===== src/hw/rtl/hlbc_pkg.sv =====
// ----------------------------------------------------------------------------
// hlbc_pkg
// Types, constants and helpers shared by the buffer cache tag directory.
// ----------------------------------------------------------------------------
package hlbc_pkg;

  localparam int BUCKETS = 7;
  localparam int WAYS    = 4;
  localparam int ENTRIES = BUCKETS * WAYS;

  localparam int MODE_W  = 2;
  localparam int DEV_W   = 8;
  localparam int BLK_W   = 32;
  localparam int SLOT_W  = 5;
  localparam int CNT_W   = 8;
  localparam int STAT_W  = 2;
  localparam int BKT_W   = (BUCKETS > 1) ? $clog2(BUCKETS) : 1;
  localparam int WAY_W   = (WAYS > 1) ? $clog2(WAYS) : 1;

  localparam logic [CNT_W-1:0] CNT_MAX = {CNT_W{1'b1}};

  typedef enum logic [MODE_W-1:0] {
    MODE_GET     = 2'd0,
    MODE_RELEASE = 2'd1,
    MODE_PIN     = 2'd2,
    MODE_UNPIN   = 2'd3
  } mode_t;

  typedef enum logic [STAT_W-1:0] {
    ST_OK        = 2'd0,
    ST_NO_BUF    = 2'd1,
    ST_UNDERFLOW = 2'd2,
    ST_OVERFLOW  = 2'd3
  } status_t;

  typedef enum logic {
    S_IDLE = 1'b0,
    S_EXEC = 1'b1
  } state_t;

  typedef struct packed {
    logic [DEV_W-1:0] dev;
    logic [BLK_W-1:0] blk;
    logic [CNT_W-1:0] cnt;
    logic             vld;
    logic [WAY_W-1:0] rank;
  } entry_t;

  typedef entry_t [WAYS-1:0] row_t;

  // bucket row after reset: the highest way is most recent
  function automatic row_t reset_row();
    row_t r;
    for (int w = 0; w < WAYS; w++) begin
      r[w]      = '0;
      r[w].rank = WAY_W'(WAYS - 1 - w);
    end
    return r;
  endfunction

  // block number mod 7: octal digits fold since 8 mod 7 is 1
  function automatic logic [BKT_W-1:0] bucket_of(input logic [BLK_W-1:0] blk);
    logic [6:0] sa;
    logic [6:0] sb;
    logic [6:0] s1;
    logic [3:0] s2;
    logic [3:0] s3;
    sa = '0;
    sb = '0;
    for (int i = 0; i < 5; i++) begin
      sa = sa + 7'(blk[3*i +: 3]);
    end
    for (int i = 5; i < 10; i++) begin
      sb = sb + 7'(blk[3*i +: 3]);
    end
    s1 = sa + sb + 7'(blk[31:30]);
    s2 = 4'(s1[2:0]) + 4'(s1[5:3]) + 4'(s1[6]);
    s3 = 4'(s2[2:0]) + 4'(s2[3]);
    if (s3 >= 4'(BUCKETS)) begin
      s3 = s3 - 4'(BUCKETS);
    end
    return BKT_W'(s3);
  endfunction

endpackage


===== src/hw/rtl/hlbc_if.sv =====
// ----------------------------------------------------------------------------
// hlbc_req_if / hlbc_rsp_if
// Valid/ready channels for requests and results of the tag directory.
// ----------------------------------------------------------------------------
interface hlbc_req_if;
  logic                          valid;
  logic                          ready;
  logic [hlbc_pkg::MODE_W-1:0]   mode;
  logic [hlbc_pkg::DEV_W-1:0]    device;
  logic [hlbc_pkg::BLK_W-1:0]    block_number;
  logic [hlbc_pkg::SLOT_W-1:0]   slot;

  modport source (output valid, mode, device, block_number, slot, input ready);
  modport sink   (input valid, mode, device, block_number, slot, output ready);
endinterface

interface hlbc_rsp_if;
  logic                          valid;
  logic                          ready;
  logic [hlbc_pkg::SLOT_W-1:0]   entry_index;
  logic                          hit;
  logic                          needs_read;
  logic [hlbc_pkg::CNT_W-1:0]    count_after;
  logic [hlbc_pkg::STAT_W-1:0]   status;

  modport source (output valid, entry_index, hit, needs_read, count_after, status,
                  input ready);
  modport sink   (input valid, entry_index, hit, needs_read, count_after, status,
                  output ready);
endinterface


===== src/hw/rtl/hashed_lru_buffer_cache_top.sv =====
// ----------------------------------------------------------------------------
// hashed_lru_buffer_cache_top
// Tag directory of a hashed, bucketed LRU block buffer cache.
// ----------------------------------------------------------------------------
// usage:
//   in_if  request channel: mode (get, release, pin, unpin), device,
//          block_number for get, slot for the other modes
//   out_if one result per request: entry_index, hit, needs_read,
//          count_after, status
// each bucket (block_number mod 7 for get, slot / 4 otherwise) is one row
// of a single-port memory that holds all ways; a request reads its row at
// the accepting edge, and the execute state computes the result and writes
// the row back when the result register can take it
// result: registered when the execute state commits, after the row read
// order: a new request is taken only after the previous one has written
//   its bucket row back, so the write completes before the next read is issued
// reset: per-row valid flops are cleared, so an unwritten row reads as its
//   reset contents; no clearing pass, requests are taken right away
// stall: the result register holds while out_if.ready is low; one further
//   request is accepted and waits in the execute cycle until it drains
// ----------------------------------------------------------------------------
module hashed_lru_buffer_cache_top (
  input  logic        clk,
  input  logic        rst_n,
  hlbc_req_if.sink    in_if,
  hlbc_rsp_if.source  out_if
);

  hlbc_pkg::row_t                  mem [hlbc_pkg::BUCKETS];
  logic [hlbc_pkg::BUCKETS-1:0]    row_vld_r;
  hlbc_pkg::row_t                  rd_row_r;
  logic                            rd_vld_r;

  hlbc_pkg::state_t                state_r, state_nxt;

  hlbc_pkg::mode_t                 mode_r;
  logic [hlbc_pkg::DEV_W-1:0]      dev_r;
  logic [hlbc_pkg::BLK_W-1:0]      blk_r;
  logic [hlbc_pkg::SLOT_W-1:0]     slot_r;
  logic [hlbc_pkg::BKT_W-1:0]      bkt_r;
  logic [hlbc_pkg::WAY_W-1:0]      way_r;
  logic                            oor_r;

  logic                            out_valid_r, out_valid_nxt;
  logic [hlbc_pkg::SLOT_W-1:0]     out_idx_r;
  logic                            out_hit_r;
  logic                            out_nr_r;
  logic [hlbc_pkg::CNT_W-1:0]      out_cnt_r;
  hlbc_pkg::status_t               out_st_r;

  logic                            accept;
  logic                            commit;
  logic                            in_oor;
  logic [hlbc_pkg::BKT_W-1:0]      in_bkt;
  logic [hlbc_pkg::BKT_W-1:0]      rd_addr;

  hlbc_pkg::row_t                  row;
  hlbc_pkg::row_t                  new_row;
  logic                            wr_en;
  logic [hlbc_pkg::SLOT_W-1:0]     r_idx;
  logic                            r_hit;
  logic                            r_nr;
  logic [hlbc_pkg::CNT_W-1:0]      r_cnt;
  hlbc_pkg::status_t               r_st;

  // request decode
  assign in_oor = (in_if.slot >= hlbc_pkg::SLOT_W'(hlbc_pkg::ENTRIES));
  always_comb begin
    if (hlbc_pkg::mode_t'(in_if.mode) == hlbc_pkg::MODE_GET) begin
      in_bkt = hlbc_pkg::bucket_of(in_if.block_number);
    end else begin
      in_bkt = hlbc_pkg::BKT_W'(in_if.slot / hlbc_pkg::WAYS);
    end
  end
  assign rd_addr = (hlbc_pkg::mode_t'(in_if.mode) != hlbc_pkg::MODE_GET && in_oor)
                   ? '0 : in_bkt;

  assign accept = in_if.valid && in_if.ready;
  assign commit = (state_r == hlbc_pkg::S_EXEC) && (!out_valid_r || out_if.ready);

  // state machine
  always_ff @(posedge clk) begin
    if (!rst_n) begin
      state_r <= hlbc_pkg::S_IDLE;
    end else begin
      state_r <= state_nxt;
    end
  end

  always_comb begin
    state_nxt   = state_r;
    in_if.ready = 1'b0;
    case (state_r)
      hlbc_pkg::S_IDLE: begin
        in_if.ready = 1'b1;
        if (in_if.valid) begin
          state_nxt = hlbc_pkg::S_EXEC;
        end
      end
      hlbc_pkg::S_EXEC: begin
        if (commit) begin
          state_nxt = hlbc_pkg::S_IDLE;
        end
      end
      default: begin
        state_nxt = hlbc_pkg::S_IDLE;
      end
    endcase
  end

  // request registers
  always_ff @(posedge clk) begin
    if (accept) begin
      mode_r <= hlbc_pkg::mode_t'(in_if.mode);
      dev_r  <= in_if.device;
      blk_r  <= in_if.block_number;
      slot_r <= in_if.slot;
      bkt_r  <= rd_addr;
      way_r  <= hlbc_pkg::WAY_W'(in_if.slot % hlbc_pkg::WAYS);
      oor_r  <= in_oor;
    end
  end

  // bucket row memory
  always_ff @(posedge clk) begin
    if (commit && wr_en) begin
      mem[bkt_r] <= new_row;
    end
    if (accept) begin
      rd_row_r <= mem[rd_addr];
      rd_vld_r <= row_vld_r[rd_addr];
    end
  end

  always_ff @(posedge clk) begin
    if (!rst_n) begin
      row_vld_r <= '0;
    end else if (commit && wr_en) begin
      row_vld_r[bkt_r] <= 1'b1;
    end
  end

  // execute: search, update and result
  always_comb begin
    logic                        found;
    logic                        vfound;
    logic [hlbc_pkg::WAY_W-1:0]  best;
    logic [hlbc_pkg::WAY_W-1:0]  vic;
    logic [hlbc_pkg::WAY_W-1:0]  old_rank;
    logic [hlbc_pkg::CNT_W-1:0]  cnt;

    row      = rd_vld_r ? rd_row_r : hlbc_pkg::reset_row();
    new_row  = row;
    wr_en    = 1'b0;
    found    = 1'b0;
    vfound   = 1'b0;
    best     = '0;
    vic      = '0;
    old_rank = row[way_r].rank;
    cnt      = row[way_r].cnt;
    r_idx    = slot_r;
    r_hit    = 1'b0;
    r_nr     = 1'b0;
    r_cnt    = '0;
    r_st     = hlbc_pkg::ST_OK;

    for (int w = 0; w < hlbc_pkg::WAYS; w++) begin
      if (row[w].dev == dev_r && row[w].blk == blk_r &&
          (!found || row[w].rank < row[best].rank)) begin
        best  = hlbc_pkg::WAY_W'(w);
        found = 1'b1;
      end
    end
    for (int w = 0; w < hlbc_pkg::WAYS; w++) begin
      if (row[w].cnt == '0 && (!vfound || row[w].rank > row[vic].rank)) begin
        vic    = hlbc_pkg::WAY_W'(w);
        vfound = 1'b1;
      end
    end

    case (mode_r)
      hlbc_pkg::MODE_GET: begin
        if (found) begin
          r_idx = hlbc_pkg::SLOT_W'(bkt_r * hlbc_pkg::WAYS + best);
          r_hit = 1'b1;
          if (row[best].cnt == hlbc_pkg::CNT_MAX) begin
            r_cnt = row[best].cnt;
            r_st  = hlbc_pkg::ST_OVERFLOW;
          end else begin
            new_row[best].cnt = row[best].cnt + 1'b1;
            new_row[best].vld = 1'b1;
            wr_en = 1'b1;
            r_nr  = !row[best].vld;
            r_cnt = row[best].cnt + 1'b1;
          end
        end else if (vfound) begin
          new_row[vic].dev = dev_r;
          new_row[vic].blk = blk_r;
          new_row[vic].cnt = hlbc_pkg::CNT_W'(1);
          new_row[vic].vld = 1'b1;
          wr_en = 1'b1;
          r_idx = hlbc_pkg::SLOT_W'(bkt_r * hlbc_pkg::WAYS + vic);
          r_nr  = 1'b1;
          r_cnt = hlbc_pkg::CNT_W'(1);
        end else begin
          r_idx = '0;
          r_st  = hlbc_pkg::ST_NO_BUF;
        end
      end
      hlbc_pkg::MODE_PIN: begin
        if (!oor_r) begin
          if (cnt == hlbc_pkg::CNT_MAX) begin
            r_cnt = cnt;
            r_st  = hlbc_pkg::ST_OVERFLOW;
          end else begin
            new_row[way_r].cnt = cnt + 1'b1;
            wr_en = 1'b1;
            r_cnt = cnt + 1'b1;
          end
        end
      end
      hlbc_pkg::MODE_RELEASE, hlbc_pkg::MODE_UNPIN: begin
        if (!oor_r) begin
          if (cnt == '0) begin
            r_st = hlbc_pkg::ST_UNDERFLOW;
          end else begin
            new_row[way_r].cnt = cnt - 1'b1;
            wr_en = 1'b1;
            r_cnt = cnt - 1'b1;
            if (mode_r == hlbc_pkg::MODE_RELEASE && cnt == hlbc_pkg::CNT_W'(1)) begin
              for (int w = 0; w < hlbc_pkg::WAYS; w++) begin
                if (row[w].rank < old_rank) begin
                  new_row[w].rank = row[w].rank + 1'b1;
                end
              end
              new_row[way_r].rank = '0;
            end
          end
        end
      end
      default: begin
        r_st = hlbc_pkg::ST_OK;
      end
    endcase
  end

  // result register
  assign out_valid_nxt = (out_valid_r && !out_if.ready) || commit;

  always_ff @(posedge clk) begin
    if (!rst_n) begin
      out_valid_r <= 1'b0;
    end else begin
      out_valid_r <= out_valid_nxt;
    end
  end

  always_ff @(posedge clk) begin
    if (commit) begin
      out_idx_r <= r_idx;
      out_hit_r <= r_hit;
      out_nr_r  <= r_nr;
      out_cnt_r <= r_cnt;
      out_st_r  <= r_st;
    end
  end

  assign out_if.valid       = out_valid_r;
  assign out_if.entry_index = out_idx_r;
  assign out_if.hit         = out_hit_r;
  assign out_if.needs_read  = out_nr_r;
  assign out_if.count_after = out_cnt_r;
  assign out_if.status      = out_st_r;

endmodule


===== src/flat_wrapper.sv =====
// flat-port wrapper written by rule: the top's interface ports become plain ports
module hashed_lru_buffer_cache_top_flat 
  (clk, rst_n, in_if_valid, in_if_mode, in_if_device, in_if_block_number, in_if_slot, in_if_ready, out_if_valid, out_if_entry_index, out_if_hit, out_if_needs_read, out_if_count_after, out_if_status, out_if_ready);
  hlbc_req_if in_if_i ();
  hlbc_rsp_if out_if_i ();
  input  logic clk;
  input  logic rst_n;
  input wire logic [$bits(in_if_i.valid)-1:0] in_if_valid;
  input wire logic [$bits(in_if_i.mode)-1:0] in_if_mode;
  input wire logic [$bits(in_if_i.device)-1:0] in_if_device;
  input wire logic [$bits(in_if_i.block_number)-1:0] in_if_block_number;
  input wire logic [$bits(in_if_i.slot)-1:0] in_if_slot;
  output wire logic [$bits(in_if_i.ready)-1:0] in_if_ready;
  output wire logic [$bits(out_if_i.valid)-1:0] out_if_valid;
  output wire logic [$bits(out_if_i.entry_index)-1:0] out_if_entry_index;
  output wire logic [$bits(out_if_i.hit)-1:0] out_if_hit;
  output wire logic [$bits(out_if_i.needs_read)-1:0] out_if_needs_read;
  output wire logic [$bits(out_if_i.count_after)-1:0] out_if_count_after;
  output wire logic [$bits(out_if_i.status)-1:0] out_if_status;
  input wire logic [$bits(out_if_i.ready)-1:0] out_if_ready;
  assign in_if_i.valid = in_if_valid;
  assign in_if_i.mode = in_if_mode;
  assign in_if_i.device = in_if_device;
  assign in_if_i.block_number = in_if_block_number;
  assign in_if_i.slot = in_if_slot;
  assign in_if_ready = in_if_i.ready;
  assign out_if_valid = out_if_i.valid;
  assign out_if_entry_index = out_if_i.entry_index;
  assign out_if_hit = out_if_i.hit;
  assign out_if_needs_read = out_if_i.needs_read;
  assign out_if_count_after = out_if_i.count_after;
  assign out_if_status = out_if_i.status;
  assign out_if_i.ready = out_if_ready;
  hashed_lru_buffer_cache_top u_core (.clk(clk), .rst_n(rst_n), .in_if(in_if_i), .out_if(out_if_i));
endmodule

===== config.mk =====
export PLATFORM = sky130hd
export DESIGN_NAME = hashed_lru_buffer_cache_top_flat
export DESIGN_NICKNAME = d
export VERILOG_FILES = /design/src/hw/rtl/hlbc_pkg.sv /design/src/hw/rtl/hlbc_if.sv /design/src/hw/rtl/hashed_lru_buffer_cache_top.sv /design/src/flat_wrapper.sv
export SDC_FILE = /design/constraint.sdc
export NUM_CORES = 2
export LEC_CHECK = 0
export BUFFER_PORTS_ARGS = -buffer_cell sky130_fd_sc_hd__buf_2
export CORE_MARGIN = 3
export CORE_UTILIZATION = 40
export CTS_CLUSTER_SIZE = 24
export DETAILED_ROUTE_END_ITERATION = 8
export PLACE_DENSITY = 0.54
export SYNTH_ARGS = -nofsm -noshare
export SYNTH_HDL_FRONTEND = slang
export SYNTH_SLANG_ARGS = --single-unit

===== constraint.sdc =====
create_clock -name clk -period 21.5 [get_ports clk]
set_input_delay 3.225 -clock clk [delete_from_list [all_inputs] [get_ports clk]]
set_output_delay 3.225 -clock clk [all_outputs]
set_load 0.03 [all_outputs]

Yosys cells after proc, flatten, opt, wreduce, memory -nomap -nowiden
Memories as Yosys holds them, arrays and structs flattened. A register that Yosys moved wholly into a read port is not among the register bits.
Cells that the tools add are included.
Widths: inputs -> output; s select.
{"block": "op_classes", "n_bitwise": 2, "add_sub_neg": 23, "reduce_logical": 46, "n_lt_le_gt_ge": 25, "n_eq_ne": 14, "muxes": 124}
{"cell": "$bwmux 204", "count": 9}
{"cell": "$mux 204", "count": 9}
{"cell": "$demux 51 s2", "count": 8}
{"cell": "$bmux 51 s2", "count": 6}
{"cell": "$pmux 204 s3", "count": 1}
{"cell": "$eq 32x32->1", "count": 4}
{"cell": "$mux 2", "count": 35}
{"cell": "$mux 11", "count": 5}
{"cell": "$mux 51", "count": 1}
{"cell": "$mux 8", "count": 6}
{"cell": "$mux 43", "count": 1}
{"cell": "$add 7x3->7", "count": 6}
{"cell": "$logic_not 8->1", "count": 5}
{"cell": "$eq 8x8->1", "count": 4}
{"cell": "$mux 1", "count": 29}
{"cell": "$pmux 8 s3", "count": 1}
{"cell": "$logic_and 1x1->1", "count": 20}
{"cell": "$add 8x1->8 const B", "count": 2}
{"cell": "$eq 8x8->1 const B", "count": 2}
{"cell": "$lt 2x3->1 const B", "count": 5}
{"cell": "$mux 3", "count": 5}
{"cell": "$mux 5", "count": 3}
{"cell": "$lt 2x2->1", "count": 7}
{"cell": "$add 3x3->4", "count": 3}
{"cell": "30 further kinds", "count": 57}
{"block": "word_totals", "reg_bits": 80, "ramBits": 1428, "mem_count": 1}
{"name": "u_core.mem", "depth": 7, "word_bits": 204, "rd": 1, "rd_ports_with_merged_regs": 1, "write_ports": 1, "line": "hashed_lru_buffer_cache_top.sv:29", "source": "hlbc_pkg::row_t mem [hlbc_pkg::BUCKETS];"}

Longest topological paths before layout
{"block": "depth", "ltp_word": 30, "depth_mapped": 44}

Worst setup path before layout
Ideal clock, no wire load.
{"block": "synth_path", "path_kind": "input-to-reg", "from": "input in_if_valid", "to": "register u_core.bkt_r[0] (netlist name), enable pin", "t_required_ps": 20592, "slack_ps": 6352, "arrival_time_ps": 14241, "cell_stages": 1, "setup_ps": 908, "path_cell_list": "nor2b_1"}
{"block": "synth_via", "elab_chain_cells": 1}
{"element": "from (decl)", "line": "flat_wrapper.sv:8", "source": "input wire logic [$bits(in_if_i.valid)-1:0] in_if_valid;"}
{"element": "$logic_and 1x1->1", "line": "hashed_lru_buffer_cache_top.sv:78", "source": "assign accept = in_if.valid && in_if.ready;"}
{"element": "to (signal assigned)", "line": "hashed_lru_buffer_cache_top.sv:118", "source": "bkt_r <= rd_addr;"}
{"element": "to (decl)", "line": "hashed_lru_buffer_cache_top.sv:40", "source": "logic [hlbc_pkg::BKT_W-1:0] bkt_r;"}
Every way passes these cells.
A chain may end at the register's enable or synchronous reset.

Final worst setup path
{"block": "layout_path", "from": "input in_if_block_number[15]", "to": "register u_core.rd_row_r[96] (netlist name)"}
{"block": "layout_via", "elab_chain_cells": 13, "word_cells_on_any_way": 14, "classes_between": "add/sub: 10; order compare: 1; mux: 3"}
{"element": "from (decl)", "line": "flat_wrapper.sv:11", "source": "input wire logic [$bits(in_if_i.block_number)-1:0] in_if_block_number;"}
{"element": "$add 3x3->4 *", "line": "hlbc_pkg.sv:74", "source": "sb = sb + 7'(blk[3*i +: 3]);"}
{"element": "$add 7x3->7 * (3 in a row)", "line": "hlbc_pkg.sv:74"}
{"element": "$add 7x7->7 *", "line": "hlbc_pkg.sv:76", "source": "s1 = sa + sb + 7'(blk[31:30]);"}
{"element": "$add 7x2->7 *", "line": "hlbc_pkg.sv:76"}
{"element": "$add 3x3->4", "line": "hlbc_pkg.sv:77", "source": "s2 = 4'(s1[2:0]) + 4'(s1[5:3]) + 4'(s1[6]);"}
{"element": "$add 4x1->4 *", "line": "hlbc_pkg.sv:77"}
{"element": "$add 3x1->4 *", "line": "hlbc_pkg.sv:78", "source": "s3 = 4'(s2[2:0]) + 4'(s2[3]);"}
{"element": "$ge 4x3->1 or $sub 3x3->3 (tied branches)", "line": "hlbc_pkg.sv:79, hlbc_pkg.sv:80"}
{"element": "$mux 3 *", "line": "hlbc_pkg.sv:79", "source": "if (s3 >= 4'(BUCKETS)) begin"}
{"element": "$mux 3 *", "line": "hashed_lru_buffer_cache_top.sv:69", "source": "if (hlbc_pkg::mode_t'(in_if.mode) == hlbc_pkg::MODE_GET) begin"}
{"element": "$mux 3 *", "line": "hashed_lru_buffer_cache_top.sv:76", "source": "? '0 : in_bkt;"}
Mark *: on every way between the ends. The rest lies on a longest branch, timed or not.

==> flow_summary_export.csv <==
group,metric,value,unit
sta,max_slew_margin,20.3,%
worst_setup_path,end_kind,"flip-flop",
clocking,cts_tree,"done",
sta,fin_tns_setup,0,ps
floorplan,die_w,440,um
routing,drc,0,
synthesis,async_flop_share,0,%
sta,hold_viol,0,
synthesis,synthFlopType,"edfxtp_1",
routing,avgViaCountPerCell,5.66,
worst_setup_path,cpPeakStageDelay,910,ps
worst_setup_path,worstPathArrival,13400,ps
place,dp_hpwl,122,mm
place,place_area,77900,um2
grt,grt_max_degree,174,
final_layout,final_area,83600,um2
synthesis,synthesis.area,75200,um2
run,max_cap_violations,0,
clocking,clock_sinks,1710,
routing,routed_wl,218,mm
worst_setup_path,start_kind,"input port",
clocking,cts_root_buf,"clkbuf_16",
grt,grt_first_pass_wirelength,324,mm
worst_setup_path,cp_common_cell,"fa_1",
synthesis,synth.distinct_cells,93,
floorplan,ioPinCount,70,
worst_setup_path,worstSetupPathType,"in2reg",
synthesis,synth_top_area_cell,"edfxtp_1",
clocking,hold_buffers,0,
synthesis,synth_top_family_by_area,"simple AND/OR/NAND/NOR gates",
routing,ant_nets,0,
worst_setup_path,cpMaxStageDelayCell,"buf_4",
floorplan,start_util,40.4,%
final_layout,final_cell_mix,"nand2_1, edfxtp_1, nand3_1, a21oi_1, o21ai_0",
status,status,"complete, no violations",
clocking,cts_buffers,179,
routing,drt_iter0_markers,4972,
synthesis,synth_fa_ha_area_share,1.27,%
grt,antenna_found_initial,3,
synthesis,synthSimpleGateAreaFrac,16.2,%
routing,drtPass1Iterations,5,
worst_setup_path,crit_required,22130,ps
final_layout,layout-drive-gt1-share,7.42,%
floorplan,core,186000,um2
grt,grt-ovfl-total,0,
clocking,cts_max_level,4,
final_layout,seqCellArea,51300,um2
clocking,cts.path.max_buffers,3,
sta,tightest_slew,1180,ps
final_layout,final_common_cell,"nand2_1",
synthesis,ys_ff_latch,1710,
synthesis,synth-edff-count,1701,
synthesis,synth_warnings,0,
routing,vias,51100,
synthesis,yosysTopAreaCellShare,67.9,%
sta,maxSlewViolCount,0,
floorplan,fp-row-count,158,
sta,setup_viol,0,
clocking,clk_pin_slew,60,ps
sta,fmax,78.3,MHz
final_layout,fill_cells,17100,
clocking,postCtsSetupBuffers,0,
sta,rsz0062_at_grt,"no",
place,portBuffers,69,
final_layout,finalNetCount,6530,
floorplan,fp.dieH,440,um
sta,fin_skew,51.0,ps
final_layout,instances_no_fill,9041,
synthesis,synth-xor-area-share,1.21,%
sta,setup_ws,8740,ps
final_layout,area_delta_synth_final,11.1,%
clocking,clk_latency,830,ps
sta,finalCritPeriodShare,59.4,%
sta,min_period,12760,ps
synthesis,synthTopCellsByArea,"edfxtp_1, nand2_1, nand3_1",
floorplan,dieArea,193000,um2
synthesis,syn_area_per_cell,11.6,um2
worst_setup_path,worstPathMaxFanout,169,
clocking,ctsResizeCount,0,
synthesis,synthMuxAreaShare,0.502,%
final_layout,multi_input_area,21900,um2
place,gp_congestion,0.959,
grt,grt_pass1_vias,48800,
place,pre_cts_ws,8050,ps
place,placed_cells,8717,
min_path,hp-class,"reg2reg",
final_layout,num_antenna_cells,0,
synthesis,syn-num-nets,6617,
grt,grt_usage,22.2,%
routing,wl_per_cell,24.1,um
synthesis,synth_compound_area_share,9.76,%
synthesis,synthCells,6505,
synthesis,ys_seq_area_share,68.1,%
registers in the layout, summed over array words and instances, names as in the netlist, 4 cells and up:
signal,cells
u_core.dev_r,8
u_core.slot_r,4
u_core.out_if.count_after,8
u_core.out_if.entry_index,5
u_core.rd_row_r,204
u_core.row_vld_r,7
u_core.mem,1428
u_core.blk_r,32
cells by family (layout without fill, tap and decap cells):
group | count (synthesis) | in the layout
compound gates | 1291 | 1291
xor+xnor | 104 | 104
fa+ha+maj | 61 | 61
buf+inv | 551 | 607
flops | 1710 | 1710
mux | 26 | 26
simple gates | 2762 | 2762
metal layers:
metal,routed length (um),vias up,global-route usage [%]
li1,-,23500,-
met1,93300,25500,30.2
met2,105000,1754,36.7
met3,14100,364,3.46
met4,6210,2,6.59
met5,13,-,0
path summary, 6_finish.rpt:
kind,depth (start not counted),start,endpoint,slack [ps]
setup / recovery,34,in_if_block_number[15],u_core.rd_row_r[96]$_DFFE_PP_,8740
hold / removal,1,u_core.row_vld_r[6]$_SDFFE_PN0N_,u_core.row_vld_r[6]$_SDFFE_PN0N_,470
setup reg to reg,30,u_core.rd_vld_r$_DFFE_PP_,u_core.mem[4][52]$_DFFE_PP_,8770
hold reg to reg,1,u_core.row_vld_r[6]$_SDFFE_PN0N_,u_core.row_vld_r[6]$_SDFFE_PN0N_,470
critical path: cells and delay by family:
kind | cells | cell delay, ps
simple gates | 5 | 540
xor+xnor | 1 | 170
buf+inv | 10 | 3590
fa+ha+maj | 12 | 4700
compound gates | 6 | 730
cells in the mapped netlist, types with 10 or more instances:
cell type	n
a32oi_1	19
o21ai_0	488
nand3_1	665
buf_1	51
nor3_1	35
a31oi_1	25
o211ai_1	15
nor2_1	122
xor2_1	51
nand2b_1	25
o31ai_1	10
buf_2	16
nand4b_1	17
a22oi_1	33
a222oi_1	11
a2bb2oi_1	10
xnor2_1	53
a21oi_1	500
o22ai_1	55
edfxtp_1	1701
and3_1	12
o21a_1	16
nand3b_1	25
clkbuf_1	374
buf_6	12
fa_1	26
mux2i_1	13
nand4_1	22
a32o_1	10
o221ai_1	12
nand2_1	1709
nor2b_1	11
nor4bb_1	31
ha_1	35
inv_1	88
nor4_1	23
and2_1	15
a21o_1	10
through the flow:
stage | hold slack, ps | utilization, %
3_5_place_dp | 457 | 41.9
3_3_place_gp | 454 | 41.9
6_report | 469 | 44.9
2_1_floorplan | 442 | -
5_1_grt | 481 | 44.9
4_1_cts | 472 | 44.9
area by class of cell:
type	count	share of cell area [%]
well taps	2480	3.71
clock inverters	95	1.06
clock buffers	229	5.69
repair buffers	191	1.61
multi-input cells	4244	26.2
inverters	92	0.431
flip-flops and latches	1710	61.3
Power is left out: the tool's default activity adds up to more than one toggle a clock period on the data nets, which glitch-free logic cannot reach.
